$ cat src/hw/rtl/dlm_pkg.sv
// dlm_pkg: shared types and constants for the dense layer matrix-vector block.
// Holds the input and result transaction structs, item kind codes and the
// controller-to-datapath command struct. No dependencies.
package dlm_pkg;

    localparam int DATA_W    = 16;
    localparam int FRAC_BITS = 12;
    localparam int IDX_W     = 4;
    localparam int MAX_ROWS  = 16;

    localparam logic [1:0] KIND_WEIGHT = 2'd0;
    localparam logic [1:0] KIND_BIAS   = 2'd1;
    localparam logic [1:0] KIND_INPUT  = 2'd2;

    typedef struct packed {
        logic [1:0]               kind;
        logic [IDX_W-1:0]         row;
        logic [IDX_W-1:0]         col;
        logic signed [DATA_W-1:0] value;
        logic                     last;
    } in_item_t;

    typedef struct packed {
        logic [IDX_W-1:0]         out_index;
        logic signed [DATA_W-1:0] out_value;
        logic                     clipped;
        logic                     end_of_vector;
    } out_item_t;

    typedef struct packed {
        logic issue;
        logic first;
        logic bias_add;
        logic emit;
        logic eov;
    } dp_cmd_t;

endpackage

$ cat src/hw/rtl/dlm_datapath.sv
// dlm_datapath: storage and multiply-accumulate datapath of the dense layer.
// Holds weight, bias and input memories, the MAC pipeline, bias add, rounding
// and saturation, and the result register. Depends on dlm_pkg.
module dlm_datapath #(
    parameter int NUM_INPUTS  = 16,
    parameter int NUM_OUTPUTS = 16,
    parameter int COL_W       = 4,
    parameter int WADDR_W     = 8
) (
    input  logic                       clk,
    input  logic                       rst_n,
    input  logic                       accept,
    input  dlm_pkg::in_item_t          item,
    input  dlm_pkg::dp_cmd_t           cmd,
    input  logic [COL_W-1:0]           rd_col,
    input  logic [WADDR_W-1:0]         rd_addr,
    input  logic [dlm_pkg::IDX_W-1:0]  row,
    output logic                       result_valid,
    output dlm_pkg::out_item_t         result
);
    import dlm_pkg::*;

    localparam int BIAS_DEPTH = (NUM_OUTPUTS < MAX_ROWS) ? NUM_OUTPUTS : MAX_ROWS;
    localparam int BIAS_W     = (BIAS_DEPTH > 1) ? $clog2(BIAS_DEPTH) : 1;
    localparam int WDEPTH     = NUM_OUTPUTS * NUM_INPUTS;
    localparam int PROD_W     = 2 * DATA_W;
    localparam int ACC_W      = PROD_W + $clog2(NUM_INPUTS + 1) + 2;

    localparam logic signed [ACC_W-1:0] ROUND_K = ACC_W'(1) << (FRAC_BITS - 1);
    localparam logic signed [ACC_W-1:0] SAT_MAX = ACC_W'((1 << (DATA_W - 1)) - 1);
    localparam logic signed [ACC_W-1:0] SAT_MIN = -SAT_MAX - ACC_W'(1);

    logic signed [DATA_W-1:0] weight_mem [WDEPTH];
    logic signed [DATA_W-1:0] bias_mem   [BIAS_DEPTH];
    logic signed [DATA_W-1:0] input_mem  [NUM_INPUTS];

    logic                     weight_we;
    logic                     bias_we;
    logic                     input_we;
    logic [WADDR_W-1:0]       weight_waddr;

    logic signed [DATA_W-1:0] wgt_reg;
    logic signed [DATA_W-1:0] x_reg;
    logic signed [DATA_W-1:0] bias_reg;
    logic signed [PROD_W-1:0] prod_reg;
    logic signed [ACC_W-1:0]  acc_reg;
    logic signed [ACC_W-1:0]  sum_reg;
    logic                     v1_reg;
    logic                     f1_reg;
    logic                     v2_reg;
    logic                     f2_reg;
    logic                     result_valid_reg;
    out_item_t                result_reg;

    logic signed [ACC_W-1:0]  shifted;
    logic signed [ACC_W-1:0]  sat_val;
    logic                     clip;

    assign weight_we = accept && (item.kind == KIND_WEIGHT)
                       && (32'(item.row) < NUM_OUTPUTS) && (32'(item.col) < NUM_INPUTS);
    assign bias_we   = accept && (item.kind == KIND_BIAS) && (32'(item.row) < NUM_OUTPUTS);
    assign input_we  = accept && (item.kind == KIND_INPUT) && (32'(item.col) < NUM_INPUTS);
    assign weight_waddr = WADDR_W'(item.row) * WADDR_W'(NUM_INPUTS) + WADDR_W'(item.col);

    always_ff @(posedge clk)
    begin
        if (weight_we)
        begin
            weight_mem[weight_waddr] <= item.value;
        end
        if (bias_we)
        begin
            bias_mem[BIAS_W'(item.row)] <= item.value;
        end
        if (input_we)
        begin
            input_mem[COL_W'(item.col)] <= item.value;
        end
    end

    always_ff @(posedge clk)
    begin
        if (cmd.issue)
        begin
            wgt_reg  <= weight_mem[rd_addr];
            x_reg    <= input_mem[rd_col];
            bias_reg <= bias_mem[BIAS_W'(row)];
        end
        prod_reg <= wgt_reg * x_reg;
        if (v2_reg)
        begin
            acc_reg <= f2_reg ? ACC_W'(prod_reg) : acc_reg + ACC_W'(prod_reg);
        end
        if (cmd.bias_add)
        begin
            sum_reg <= acc_reg + (ACC_W'(bias_reg) <<< FRAC_BITS) + ROUND_K;
        end
        if (cmd.emit)
        begin
            result_reg.out_index     <= row;
            result_reg.out_value     <= sat_val[DATA_W-1:0];
            result_reg.clipped       <= clip;
            result_reg.end_of_vector <= cmd.eov;
        end
    end

    always_ff @(posedge clk or negedge rst_n)
    begin
        if (!rst_n)
        begin
            v1_reg           <= 1'b0;
            f1_reg           <= 1'b0;
            v2_reg           <= 1'b0;
            f2_reg           <= 1'b0;
            result_valid_reg <= 1'b0;
        end
        else
        begin
            v1_reg           <= cmd.issue;
            f1_reg           <= cmd.first;
            v2_reg           <= v1_reg;
            f2_reg           <= f1_reg;
            result_valid_reg <= cmd.emit;
        end
    end

    always_comb
    begin
        shifted = sum_reg >>> FRAC_BITS;
        clip    = 1'b0;
        sat_val = shifted;
        if (shifted > SAT_MAX)
        begin
            sat_val = SAT_MAX;
            clip    = 1'b1;
        end
        else if (shifted < SAT_MIN)
        begin
            sat_val = SAT_MIN;
            clip    = 1'b1;
        end
    end

    assign result_valid = result_valid_reg;
    assign result       = result_reg;

endmodule

$ cat config.mk
export PLATFORM = sky130hd
export DESIGN_NAME = dlm_datapath
export DESIGN_NICKNAME = d
export VERILOG_FILES = /design/src/hw/rtl/dlm_pkg.sv /design/src/hw/rtl/dlm_datapath.sv
export SDC_FILE = /design/constraint.sdc
export NUM_CORES = 2
export LEC_CHECK = 0
export BUFFER_PORTS_ARGS = -buffer_cell sky130_fd_sc_hd__buf_4
export CORE_MARGIN = 1
export CORE_UTILIZATION = 45
export CTS_BUF_LIST = sky130_fd_sc_hd__clkbuf_4 sky130_fd_sc_hd__clkbuf_8
export CTS_CLUSTER_DIAMETER = 50
export DETAILED_ROUTE_END_ITERATION = 10
export PLACE_DENSITY = 0.74
export REMOVE_ABC_BUFFERS = 1
export SLEW_MARGIN = 15
export SYNTH_ARGS = -nofsm -noshare
export SYNTH_HDL_FRONTEND = slang
export SYNTH_MEMORY_MAX_BITS = 65536
export SYNTH_SLANG_ARGS = --single-unit
export TNS_END_PERCENT = 20
$ cat constraint.sdc
create_clock -name clk -period 6.1 [get_ports clk]
set_input_delay 0.305 -clock clk [delete_from_list [all_inputs] [get_ports clk]]
set_output_delay 0.305 -clock clk [all_outputs]
set_load 0.03 [all_outputs]
==> flow_summary.yaml <==
global_routing:
  grt_pass1_wl_um: 668000
  grt_max_degree: 213
  grt-ovfl-total: 0
  grt_pass1_vias: 96400
  grt_antenna_before_repair: 37
  grt.total_usage: 0.211
place:
  gp_congestion: 0.876
  numPortBuffers: 72
  placed_area_mm2: 0.205
  dp_hpwl_um: 276000
  dp.cells: 14500
  dp_slack_ns: -0.289
logic_synthesis:
  netlist_area_mm2: 0.194
  synth_top_area_cell: "edfxtp_1"
  synth_edf_count: 4744
  yosys-top-cells-area: "edfxtp_1 (74%), mux4_2 (18%), fa_1 (2.7%)"
  syn_area_per_cell_um2: 22.4
  syn_inst: 8633
  yosysUniqueCellTypes: 53
  async_flop_share: 0.00105
  synth_top_area_frac: 0.735
  yosys_warnings: 0
  synth_ff_type: "edfxtp_1"
  ys_ff_latch: 4781
  ys_seq_area_frac: 0.739
cts:
  cts_made_buffers: 732
  max-clock-path-buffers: 4
  clk_pin_slew_ns: 0.06
  cts_tree: "built"
  htreeDepth: 6
  clk_latency_ns: 1.29
  cts_sinks: 4781
  ctsRootBufferMaster: "clkbuf_8"
route:
  drt-pass1-iter-count: 9
  ant_nets: 0
  drc: 0
  drt_iter0_drc: 11800
  viasPerCell: 5.93
  wl_um: 462000
  vias: 94300
  wl_per_cell_um: 29.1
timing:
  slew_violations: 0
  report.final.hold_viol_count: 0
  post-route-min-period_ns: 6.07
  skew_ns: 0.111
  fin_setup_tns_ns: 0
  max_slew_margin: 0.149
  setup_violations: 0
  tightest_slew_ns: 1.28
  period_share: 0.995
  rsz0062_at_grt: "yes"
  timing.fmax_mhz: 165
  layout_setup_ws_ns: 0.0307
  whs_ns: 0.109
final_layout:
  top_register: "weight_mem"
  layout.nets: 10100
  final_cells: 15900
  post-route-util: 0.514
  largest_reg_flops: 4096
  register_area_mm2: 0.143
  multi_input_area_mm2: 0.0480
  design_area_mm2: 0.220
  syn_to_final_growth_pct: 13.5
  n_fill_cell: 32100
  drive_gt1_frac: 0.331
  reg_top3: "weight_mem: 4096 flops, bias_mem: 256 flops, input_mem: 256 flops"
setup_path:
  cp_data_arrival_time_ns: 7.15
  critPathMaxFanout: 6
  criticalPathCategory: "reg2reg"
  start_kind: "register"
  critical_path_required_ns: 7.18
  cp-end-kind: "register"
run:
  maxCapViolCount: 0
floorplanning:
  pin_count: 74
  die_w_um: 658
  rows: 240
  dieArea_mm2: 0.433
  core_area_mm2: 0.428
  die_h_um: 658
  initial_core_util: 0.453
pwr:
  p_leak_nw: 71.1
  power_density_mw_per_mm2: 432
  power_mw: 95.0
  max-vdd-ir-drop_mv: 1.51
min_path:
  hp-class: "in2reg"
run_status:
  outcome: "completed"
==> cells by family (layout without fill, tap and decap cells) <==
kind of cell    after synthesis  after routing  share of synthesized area
compound gates              290            290                    0.00939
xor+xnor                     96             96                    0.00434
fa+ha+maj                   410            410                     0.0367
buf+inv                     748           2309                     0.0151
flops                      4781           4781                      0.739
mux                        1525           1525                      0.177
other cells                   0             32                          0
simple gates                783            783                     0.0182
==> what timing repair did <==
action	4_1_cts	5_1_grt
pin swaps	17	61
hold endpoints to repair	3061	8
resized for setup	21	53
hold buffers	57	1
setup endpoints to repair	5	8
buffers inserted	12	17
==> worst paths after layout <==
check / start / end / slack (ns) / cells after the start
setup / recovery: x_reg[4]$_DFFE_PP_ / prod_reg[25]$_DFF_P_ / 0.03 / 24
hold / removal: item[2] / weight_mem[211][1]$_DFFE_PP_ / 0.11 / 2
setup reg to reg: x_reg[4]$_DFFE_PP_ / prod_reg[25]$_DFF_P_ / 0.03 / 24
hold reg to reg: v1_reg$_DFF_PN0_ / v2_reg$_DFF_PN0_ / 0.38 / 0
max in group asynchronous: rst_n / f2_reg$_DFF_PN0_ / 5.31 / 4
min in group asynchronous: rst_n / v1_reg$_DFF_PN0_ / 0.57 / 4
==> synthesized netlist by cell type, drive strengths merged (2+ instances only) <==
| cell | n |
|---|---|
| edfxtp | 4744 |
| mux4 | 1520 |
| nor2 | 330 |
| inv | 316 |
| clkbuf | 276 |
| fa | 264 |
| nand2 | 199 |
| buf | 156 |
| ha | 146 |
| and2 | 126 |
| a21oi | 83 |
| xnor2 | 70 |
| o21ai | 65 |
| a21o | 55 |
| dfxtp | 32 |
| nand3 | 27 |
| xor2 | 26 |
| nor3 | 24 |
| o21bai | 24 |
| nand4 | 14 |
| a31oi | 13 |
| nand2b | 13 |
| nor2b | 12 |
| o21a | 11 |
| and3 | 10 |
| or3 | 8 |
| o31ai | 7 |
| a211oi | 6 |
| nor3b | 6 |
| o211ai | 6 |
| a2111oi | 5 |
| dfrtp | 5 |
| mux2 | 4 |
| nand3b | 4 |
| nor4 | 3 |
| o41ai | 3 |
| or2 | 3 |
| a21boi | 2 |
| a311o | 2 |
| a41o | 2 |
| or4 | 2 |
==> cell type report <==
type,instances,area share
inverters,316,0.00539
repair buffers,678,0.0277
clock inverters,374,0.0117
clock buffers,941,0.0532
diodes,32,0.000364
well taps,5687,0.0323
multi-input cells,3104,0.218
flip-flops and latches,4781,0.651
==> power by group <==
group          switching [mW]  leakage [nW]  internal [mW]
logic                    16.3          20.5           15.3
registers               0.321          43.1           37.1
clock network            12.4          7.49           13.6
==> cell usage in the layout, fill, tap and decap left out, drive strengths merged, types with 32 or more instances in the layout <==
cell type	count
a21o	55
a21oi	83
and2	126
buf	620
clkbuf	941
clkinv	297
dfxtp	32
diode	32
dlygate4sd3	58
edfxtp	4744
fa	264
ha	146
inv	349
mux4	1520
nand2	199
nor2	330
o21ai	65
xnor2	70
==> worst max-delay path, stage by stage, from the launching register on <==
cell and delay [ns]:
edfxtp_1 0.39, buf_6 0.15, and2_1 0.17, fa_1 0.54, inv_1 0.06, fa_2 0.54
fa_2 0.43, fa_1 0.49, inv_1 0.06, fa_1 0.56, fa_1 0.46, ha_4 0.30
buf_4 0.12, nand4_1 0.12, a21oi_2 0.15, a211oi_2 0.08, buf_4 0.14, o211ai_1 0.25
a31oi_2 0.16, buf_4 0.16, buf_4 0.12, buf_4 0.12, buf_4 0.12, buf_4 0.12
xnor2_1 0.11
==> metal layers <==
metal	part of all wire	GRT usage	wire length, um
met1	0.38	0.290	177000
met4	0.034	0.0699	15600
met2	0.48	0.339	223000
met3	0.10	0.0461	46600
met5	0.000089	0	41
(Power assumes the default switching activity.)
