$ cat config.mk
export PLATFORM = sky130hd
export DESIGN_NAME = dlm_ctrl
export DESIGN_NICKNAME = d
export VERILOG_FILES = /design/src/hw/rtl/dlm_pkg.sv /design/src/hw/rtl/dlm_ctrl.sv
export SDC_FILE = /design/constraint.sdc
export NUM_CORES = 1
export LEC_CHECK = 0
export ABC_AREA = 0
export BUFFER_PORTS_ARGS = -buffer_cell sky130_fd_sc_hd__buf_4
export CORE_MARGIN = 1
export CORE_UTILIZATION = 52
export DETAILED_ROUTE_END_ITERATION = 10
export PLACE_DENSITY = 0.75
export SLEW_MARGIN = 20
export SYNTH_ARGS = -nofsm -noshare
export SYNTH_HDL_FRONTEND = slang
export SYNTH_SLANG_ARGS = --single-unit
$ cat constraint.sdc
create_clock -name clk -period 2.05 [get_ports clk]
set_clock_uncertainty 0.2 [all_clocks]
set_input_delay 0 -clock clk [delete_from_list [all_inputs] [get_ports clk]]
set_output_delay 0 -clock clk [all_outputs]
set_load 0.02 [all_outputs]
$ cat src/hw/rtl/dlm_pkg.sv
// dlm_pkg: shared types and constants for the dense layer matrix-vector block.
// Holds the input and result transaction structs, item kind codes and the
// controller-to-datapath command struct. No dependencies.
package dlm_pkg;

    localparam int DATA_W    = 16;
    localparam int FRAC_BITS = 12;
    localparam int IDX_W     = 4;
    localparam int MAX_ROWS  = 16;

    localparam logic [1:0] KIND_WEIGHT = 2'd0;
    localparam logic [1:0] KIND_BIAS   = 2'd1;
    localparam logic [1:0] KIND_INPUT  = 2'd2;

    typedef struct packed {
        logic [1:0]               kind;
        logic [IDX_W-1:0]         row;
        logic [IDX_W-1:0]         col;
        logic signed [DATA_W-1:0] value;
        logic                     last;
    } in_item_t;

    typedef struct packed {
        logic [IDX_W-1:0]         out_index;
        logic signed [DATA_W-1:0] out_value;
        logic                     clipped;
        logic                     end_of_vector;
    } out_item_t;

    typedef struct packed {
        logic issue;
        logic first;
        logic bias_add;
        logic emit;
        logic eov;
    } dp_cmd_t;

endpackage

$ cat src/hw/rtl/dlm_ctrl.sv
// dlm_ctrl: sweep controller for the dense layer block.
// Walks rows and columns, issues weight reads and sequences bias add and
// result emission. Depends on dlm_pkg.
module dlm_ctrl #(
    parameter int NUM_INPUTS  = 16,
    parameter int NUM_OUTPUTS = 16,
    parameter int COL_W       = 4,
    parameter int WADDR_W     = 8
) (
    input  logic                       clk,
    input  logic                       rst_n,
    input  logic                       sweep_go,
    output logic                       busy,
    output dlm_pkg::dp_cmd_t           cmd,
    output logic [COL_W-1:0]           rd_col,
    output logic [WADDR_W-1:0]         rd_addr,
    output logic [dlm_pkg::IDX_W-1:0]  row
);
    import dlm_pkg::*;

    localparam int NROW = (NUM_OUTPUTS < MAX_ROWS) ? NUM_OUTPUTS : MAX_ROWS;
    localparam logic [COL_W-1:0] COL_LAST = COL_W'(NUM_INPUTS - 1);
    localparam logic [IDX_W-1:0] ROW_LAST = IDX_W'(NROW - 1);

    typedef enum logic [2:0] {
        ST_IDLE,
        ST_ISSUE,
        ST_DRAIN_A,
        ST_DRAIN_B,
        ST_BIAS,
        ST_EMIT
    } state_t;

    state_t               state_reg;
    logic [COL_W-1:0]     col_reg;
    logic [WADDR_W-1:0]   waddr_reg;
    logic [IDX_W-1:0]     row_reg;

    always_ff @(posedge clk or negedge rst_n)
    begin
        if (!rst_n)
        begin
            state_reg <= ST_IDLE;
            col_reg   <= '0;
            waddr_reg <= '0;
            row_reg   <= '0;
        end
        else
        begin
            unique case (state_reg)
                ST_IDLE:
                begin
                    if (sweep_go)
                    begin
                        state_reg <= ST_ISSUE;
                        col_reg   <= '0;
                        waddr_reg <= '0;
                        row_reg   <= '0;
                    end
                end
                ST_ISSUE:
                begin
                    waddr_reg <= waddr_reg + 1'b1;
                    if (col_reg == COL_LAST)
                    begin
                        col_reg   <= '0;
                        state_reg <= ST_DRAIN_A;
                    end
                    else
                    begin
                        col_reg <= col_reg + 1'b1;
                    end
                end
                ST_DRAIN_A:
                begin
                    state_reg <= ST_DRAIN_B;
                end
                ST_DRAIN_B:
                begin
                    state_reg <= ST_BIAS;
                end
                ST_BIAS:
                begin
                    state_reg <= ST_EMIT;
                end
                ST_EMIT:
                begin
                    if (row_reg == ROW_LAST)
                    begin
                        state_reg <= ST_IDLE;
                    end
                    else
                    begin
                        row_reg   <= row_reg + 1'b1;
                        state_reg <= ST_ISSUE;
                    end
                end
                default:
                begin
                    state_reg <= ST_IDLE;
                end
            endcase
        end
    end

    always_comb
    begin
        cmd          = '0;
        cmd.issue    = (state_reg == ST_ISSUE);
        cmd.first    = (state_reg == ST_ISSUE) && (col_reg == '0);
        cmd.bias_add = (state_reg == ST_BIAS);
        cmd.emit     = (state_reg == ST_EMIT);
        cmd.eov      = (state_reg == ST_EMIT) && (row_reg == ROW_LAST);
    end

    assign busy    = (state_reg != ST_IDLE);
    assign rd_col  = col_reg;
    assign rd_addr = waddr_reg;
    assign row     = row_reg;

endmodule

==> run_results.csv, run 1 <==
group,metric,value,unit
outcome,status,"complete, no violations",
detailed_routing,vias_per_cell,5.54,
timing,fmax,0.510,GHz
final_layout,insertedDiodeCount,0,
final_layout,fin_util,0.747,
final_layout,largest_register_ffs,8,
timing,hold_ws,0.286,ns
clocking,clk_pin_slew_worst_paths,0.11,ns
grt,grt_pass1_wl,3620,um
clocking,root_buffer,"clkbuf_4",
synthesis,synth_flop_cell,"dfrtp_1",
place,gp_congestion,0.775,
final_layout,finalNetCount,151,
detailed_routing,dr.pass1.iters,4,
clocking,cts_tree,"yes",
critical_path,worstReg2RegStart,"state_reg[2]",
synthesis,ys_seq_area_frac,0.449,
power_and_ir_drop,power.switching,0.884,mW
synthesis,async_reset_ff_frac,1.00,
detailed_routing,finalWirelength,2300,um
timing,setup_violations,0,
power_and_ir_drop,clkPwrFrac,0.096,
final_layout,drive_above_1_share,0.308,
detailed_routing,vias,931,
critical_path,path_delay_family,"simple AND/OR/NAND/NOR gates",
synthesis,synth.most_common_cell,"dfrtp_1",
place,io_buffers,24,
floorplan,ios,25,
detailed_routing,drtIter0Drc,13,
synthesis,ys_types,40,
timing,setup_ws,0.0894,ns
detailed_routing,met1_length,1150,um
synthesis,syn_nets,118,
power_and_ir_drop,swShare,0.452,
critical_path,r2r-end,"rd_addr[5]",
synthesis,ys_ff_latch,19,
place,dp_hpwl,1690,um
power_and_ir_drop,p_leak,0.644,nW
floorplan,die_h,47.1,um
clocking,cts-htree-levels,1,
timing,fin_crit_sh,0.956,
synthesis,yosys.area.top_type,"dfrtp_1",
timing,rsz0062_at_grt,"false",
power_and_ir_drop,p_per_area,1440,nW/um^2
critical_path,ff2ff_path_depth,4,
detailed_routing,wire_per_inst,13.7,um
floorplan,die_w,47.1,um
grt,antenna_found_initial,0,
critical_path,crit_path_top_delay_cell,"or4b_2",
critical_path,start_kind,"flip-flop",
final_layout,multiInputGateArea,522,um^2
floorplan,placeableCoreArea,1820,um^2
power_and_ir_drop,finalPower,1.96,mW
grt,grt_max_degree,20,
power_and_ir_drop,sequentialPowerShare,0.362,
floorplan,rows,15,
synthesis,ys_top_cells_by_area,"dfrtp_1 45%, ha_1 4.7%, nand2_1 4.3%, mux2i_1 3.8%, inv_1 3.5%",
critical_path,crit_buf_inv,1,
synthesis,syn-cell-area,1060,um^2
critical_path,reg2reg_setup_slack,0.09,ns
timing,max_slew_margin,0.419,
detailed_routing,drcViolationCount,0,
timing,slew_viol_final,0,
detailed_routing,postRouteAntennaNets,0,
critical_path,crit_fanout,7,
power_and_ir_drop,internal-power,1.07,mW
detailed_routing,wl_met3,76,um
timing,tns,0,ns
critical_path,cp.arrival,1.93,ns
synthesis,syn_area_per_cell,9.54,um^2
final_layout,nFillCells,145,
worst_hold_path,holdPathEnd,"rd_addr[7]",
grt,grt_pass1_vias,786,
critical_path,critPathCaptureType,"flip-flop",
synthesis,synth_top_area_frac,0.449,
critical_path,crit_type,"reg2reg",
worst_hold_path,hold_class,"reg2reg",
detailed_routing,top_layer,"met4",
critical_path,worstPathRequired,2.02,ns
final_layout,areaGrowthSynthToFinish,28.5,%
worst_hold_path,hp-start,"rd_addr[7]",
critical_path,slowest_delay,0.73,ns
critical_path,crit_path_cell_trace,"buf_4 -> or4b_2 -> o311ai_0 -> o41ai_1",
clocking,cts_num_sinks,19,
power_and_ir_drop,vdd_drop_max,0.000856,V
synthesis,synth_edf_count,0,
job,drv_cap,0,
clocking,cts_buffers,3,
final_layout,regArea,478,um^2
detailed_routing,dr_wl_met2,1060,um
clocking,insertion_delay,0.29,ns
clocking,clock_tree.buffer_depth,2,
place,dp_slack,0.178,ns
synthesis,synthCells,111,
synthesis,yosys-top-cells-count,"19 x dfrtp_1, 12 x nand2_1, 10 x inv_1, 7 x nand3_1, 5 x o21ai_0",
floorplan,dieArea,2220,um^2
worst_hold_path,holdPathStages,1,
timing,hold_viol_final,0,
floorplan,start_util,0.581,
timing,worstMarginPinSlew,0.868,ns
grt,grt.total_usage,0.235,
power_and_ir_drop,combPwrFrac,0.542,
timing,period_needed,1.96,ns
grt,grt_remaining_overflow,0,
synthesis,yosys_warnings,0,
[placed cells by master, fill, tap and decap left out, types with 2 or more instances in the layout]
| cell | n |
|---|---|
| o21ai_0 | 5 |
| mux2i_1 | 4 |
| nor3_1 | 2 |
| dfrtp_1 | 17 |
| a21oi_1 | 4 |
| nor2_1 | 4 |
| or3_1 | 4 |
| dfrtp_2 | 2 |
| clkbuf_4 | 3 |
| nand2_1 | 12 |
| nand3_1 | 7 |
| buf_4 | 31 |
| inv_1 | 9 |
| a2111oi_0 | 4 |
| ha_1 | 4 |
| dlygate4sd3_1 | 3 |
[cell type report]
type / instances / area share
clock buffer: 4 / 0.0193
inverter: 10 / 0.0294
multi-input combinational: 76 / 0.384
sequential: 19 / 0.351
tap: 25 / 0.0230
timing repair buffer: 34 / 0.193
[repair_timing]
action | 4_1_cts | 5_1_grt
resized for setup | 2 | 4
buffers inserted | 0 | 1
endpoints found under the hold margin | 20 | 0
hold buffers | 3 | 0
endpoints found under the setup margin | 1 | 1
[power groups by stage]
| stage | logic, mW | clock network [mW] | registers [mW] |
|---|---|---|---|
| after floorplan | 0.505 | 0 | 0.829 |
| after global placement | 1.01 | 0 | 0.703 |
| after detailed placement | 1.03 | 0 | 0.711 |
| after CTS | 1.04 | 0.196 | 0.705 |
| after global routing | 1.17 | 0.209 | 0.728 |
| final | 1.06 | 0.188 | 0.709 |
[worst reg2reg max path: stages (launching register included)]
cell and delay, ns:
dfrtp_2 0.46, buf_4 0.15, or4b_2 0.73, o311ai_0 0.16, o41ai_1 0.14
[through the flow]
stage / area, um^2 / cells
detailed placement: 1280 / 160
global route: 1360 / 168
global placement: 1280 / 160
finish: 1360 / 168
CTS: 1340 / 167
floorplan: 1060 / 111
[routing by layer]
layer  up-vias  global-route usage
met4         0              0.0857
met3         2              0.0346
met1       432               0.335
met2        23               0.364
li1        474                   -
met5         -                   0
[worst max-delay path by stage]
| stage | from | end | slack [ns] | cells after the start |
|---|---|---|---|---|
| 6_report | state_reg[2] | rd_addr[5] | 0.09 | 4 |
| 5_1_grt | state_reg[2] | rd_addr[5] | 0.01 | 4 |
| 4_1_cts | state_reg[2] | cmd[3] | 0.02 | 5 |
| 3_5_place_dp | state_reg[2] | rd_addr[6] | 0.18 | 3 |
| 3_3_place_gp | state_reg[2] | rd_addr[6] | 0.22 | 3 |
| 2_1_floorplan | state_reg[2] | cmd[3] | 0.09 | 6 |
[kinds of logic after synthesis]
| kind of cell | synth area share |
|---|---|
| adders and majority gates | 0.0473 |
| DFF | 0.449 |
| buffers and inverters | 0.0650 |
| muxes | 0.0485 |
| and+or+nand+nor | 0.228 |
| AOI/OAI and AO/OA | 0.162 |
Power figures use the tool's default switching activity.
==> run 2, diff against run 1 <==
- CELL_PAD_IN_SITES_DETAIL_PLACEMENT: not set -> 1
- CELL_PAD_IN_SITES_GLOBAL_PLACEMENT: not set -> 1
- CORE_UTILIZATION: 52 -> 39
- PLACE_DENSITY: 0.75 -> 0.74
==> run 2 against run 1 <==
Critical path depth increased by 1. Cell count increased by 2.4%. Cell area decreased by 0.46%. Critical endpoint is now cmd[3]. Clock power increased by 5%. Sequential power about the same.
==> run_results.csv, run 2 (synthesized netlist as in run 1, its figures left out) <==
group,metric,value,unit
clocking,cts-htree-levels,1,
job,drv_cap,0,
final_layout,fin_cells,172,
timing,period_needed,1.97,ns
critical_path,critPathCaptureType,"primary output",
floorplan,placeableCoreArea,2520,um^2
timing,worstMarginPinSlew,0.915,ns
clocking,root_buffer,"clkbuf_4",
clocking,cts_buffers,3,
timing,setup_ws,0.0778,ns
final_layout,drive_above_1_share,0.289,
detailed_routing,vias_per_cell,5.54,
timing,fin_crit_sh,0.962,
floorplan,dieArea,2930,um^2
place,io_buffers,24,
clocking,clock_tree.buffer_depth,2,
timing,max_slew_margin,0.388,
detailed_routing,drtIter0Drc,11,
critical_path,start_kind,"flip-flop",
power_and_ir_drop,p_per_area,1470,nW/um^2
final_layout,insertedDiodeCount,0,
detailed_routing,drcViolationCount,0,
grt,antenna_found_initial,0,
floorplan,rows,18,
place,dp.cells,165,
timing,hold_viol_final,0,
timing,setup_violations,0,
critical_path,cp.arrival,1.77,ns
critical_path,worstPathRequired,1.85,ns
final_layout,layout_common_cells,"30 x buf_4, 18 x dfrtp_1, 12 x nand2_1, 9 x inv_1, 7 x nand3_1",
grt,grt_pass1_wl,4550,um
floorplan,die_h,54.1,um
detailed_routing,finalWirelength,2760,um
final_layout,areaGrowthSynthToFinish,27.9,%
timing,rsz0062_at_grt,"false",
place,gp_congestion,0.737,
final_layout,largest_register_ffs,8,
clocking,insertion_delay,0.30,ns
timing,fmax,0.507,GHz
critical_path,reg2reg_setup_slack,0.23,ns
detailed_routing,postRouteAntennaNets,0,
outcome,status,"complete, no violations",
clocking,postCtsSetupBuffers,0,
clocking,clk_pin_slew_worst_paths,0.11,ns
grt,grt_pass1_vias,968,
timing,tns,0,ns
critical_path,crit_type,"reg2out",
grt,grt_remaining_overflow,0,
power_and_ir_drop,p_leak,0.638,nW
critical_path,crit_fanout,8,
place,dp_slack,0.151,ns
power_and_ir_drop,vdd_drop_max,0.000678,V
clocking,cts_tree,"yes",
floorplan,die_w,54.1,um
worst_hold_path,hold_class,"reg2reg",
place,dp_hpwl,2020,um
grt,grt_max_degree,20,
grt,grt.total_usage,0.223,
detailed_routing,wire_per_inst,16.0,um
detailed_routing,vias,953,
clocking,cts_num_sinks,19,
power_and_ir_drop,finalPower,1.99,mW
floorplan,start_util,0.420,
timing,slew_viol_final,0,
final_layout,fin_util,0.537,
final_layout,finalNetCount,150,
final_layout,mostFrequentLayoutCell,"buf_4",
detailed_routing,dr.pass1.iters,4,
floorplan,ios,25,
[run 2: layout make-up]
class                   instances  area, um^2
repair buffers                 33         255
flip-flops and latches         19         477
well taps                      30        37.5
inverters                      10        40.0
multi-input cells              76         518
clock buffers                   4        26.3
fillers                       310        1170
[run 2: worst paths after layout]
kind                              start           end  depth (start not counted)
hold / removal               rd_addr[7]    rd_addr[7]                          1
setup / recovery           state_reg[2]        cmd[3]                          5
setup reg to reg           state_reg[2]    rd_addr[6]                          3
min in group asynchronous         rst_n    rd_addr[1]                          3
max in group asynchronous         rst_n  state_reg[2]                          3
hold reg to reg              rd_addr[7]    rd_addr[7]                          1
[run 2: power by group]
group	switching, mW	internal, mW
sequential	0.185	0.523
clock	0.122	0.0760
combinational	0.612	0.469
total	0.919	1.07
[run 2: critical path: stages, from the launching register on]
cell and delay [ns]:
dfrtp_2 0.46, or3b_4 0.47, inv_4 0.11, nand2_1 0.07
nor3b_1 0.19, buf_4 0.17
[run 2: per-layer routing]
metal	track usage	part of all wire
met3	0.0339	0.021
met2	0.370	0.50
met1	0.288	0.47
met5	0	0
met4	0.0897	0.011
[run 2: stage by stage]
| stage | cell area [um^2] | hold WS, ns |
|---|---|---|
| 3_5_place_dp | 1290 | -0.305 |
| 6_report | 1350 | 0.295 |
| 3_3_place_gp | 1290 | -0.309 |
| 5_1_grt | 1350 | 0.317 |
| 2_1_floorplan | 1060 | -0.496 |
| 4_1_cts | 1350 | 0.301 |
[run 2: repair_timing]
item / in CTS / in global routing
endpoints found under the setup margin: 1 / 2
hold buffers: 3 / 0
endpoints found under the hold margin: 20 / 0
gates resized for setup: 2 / 3
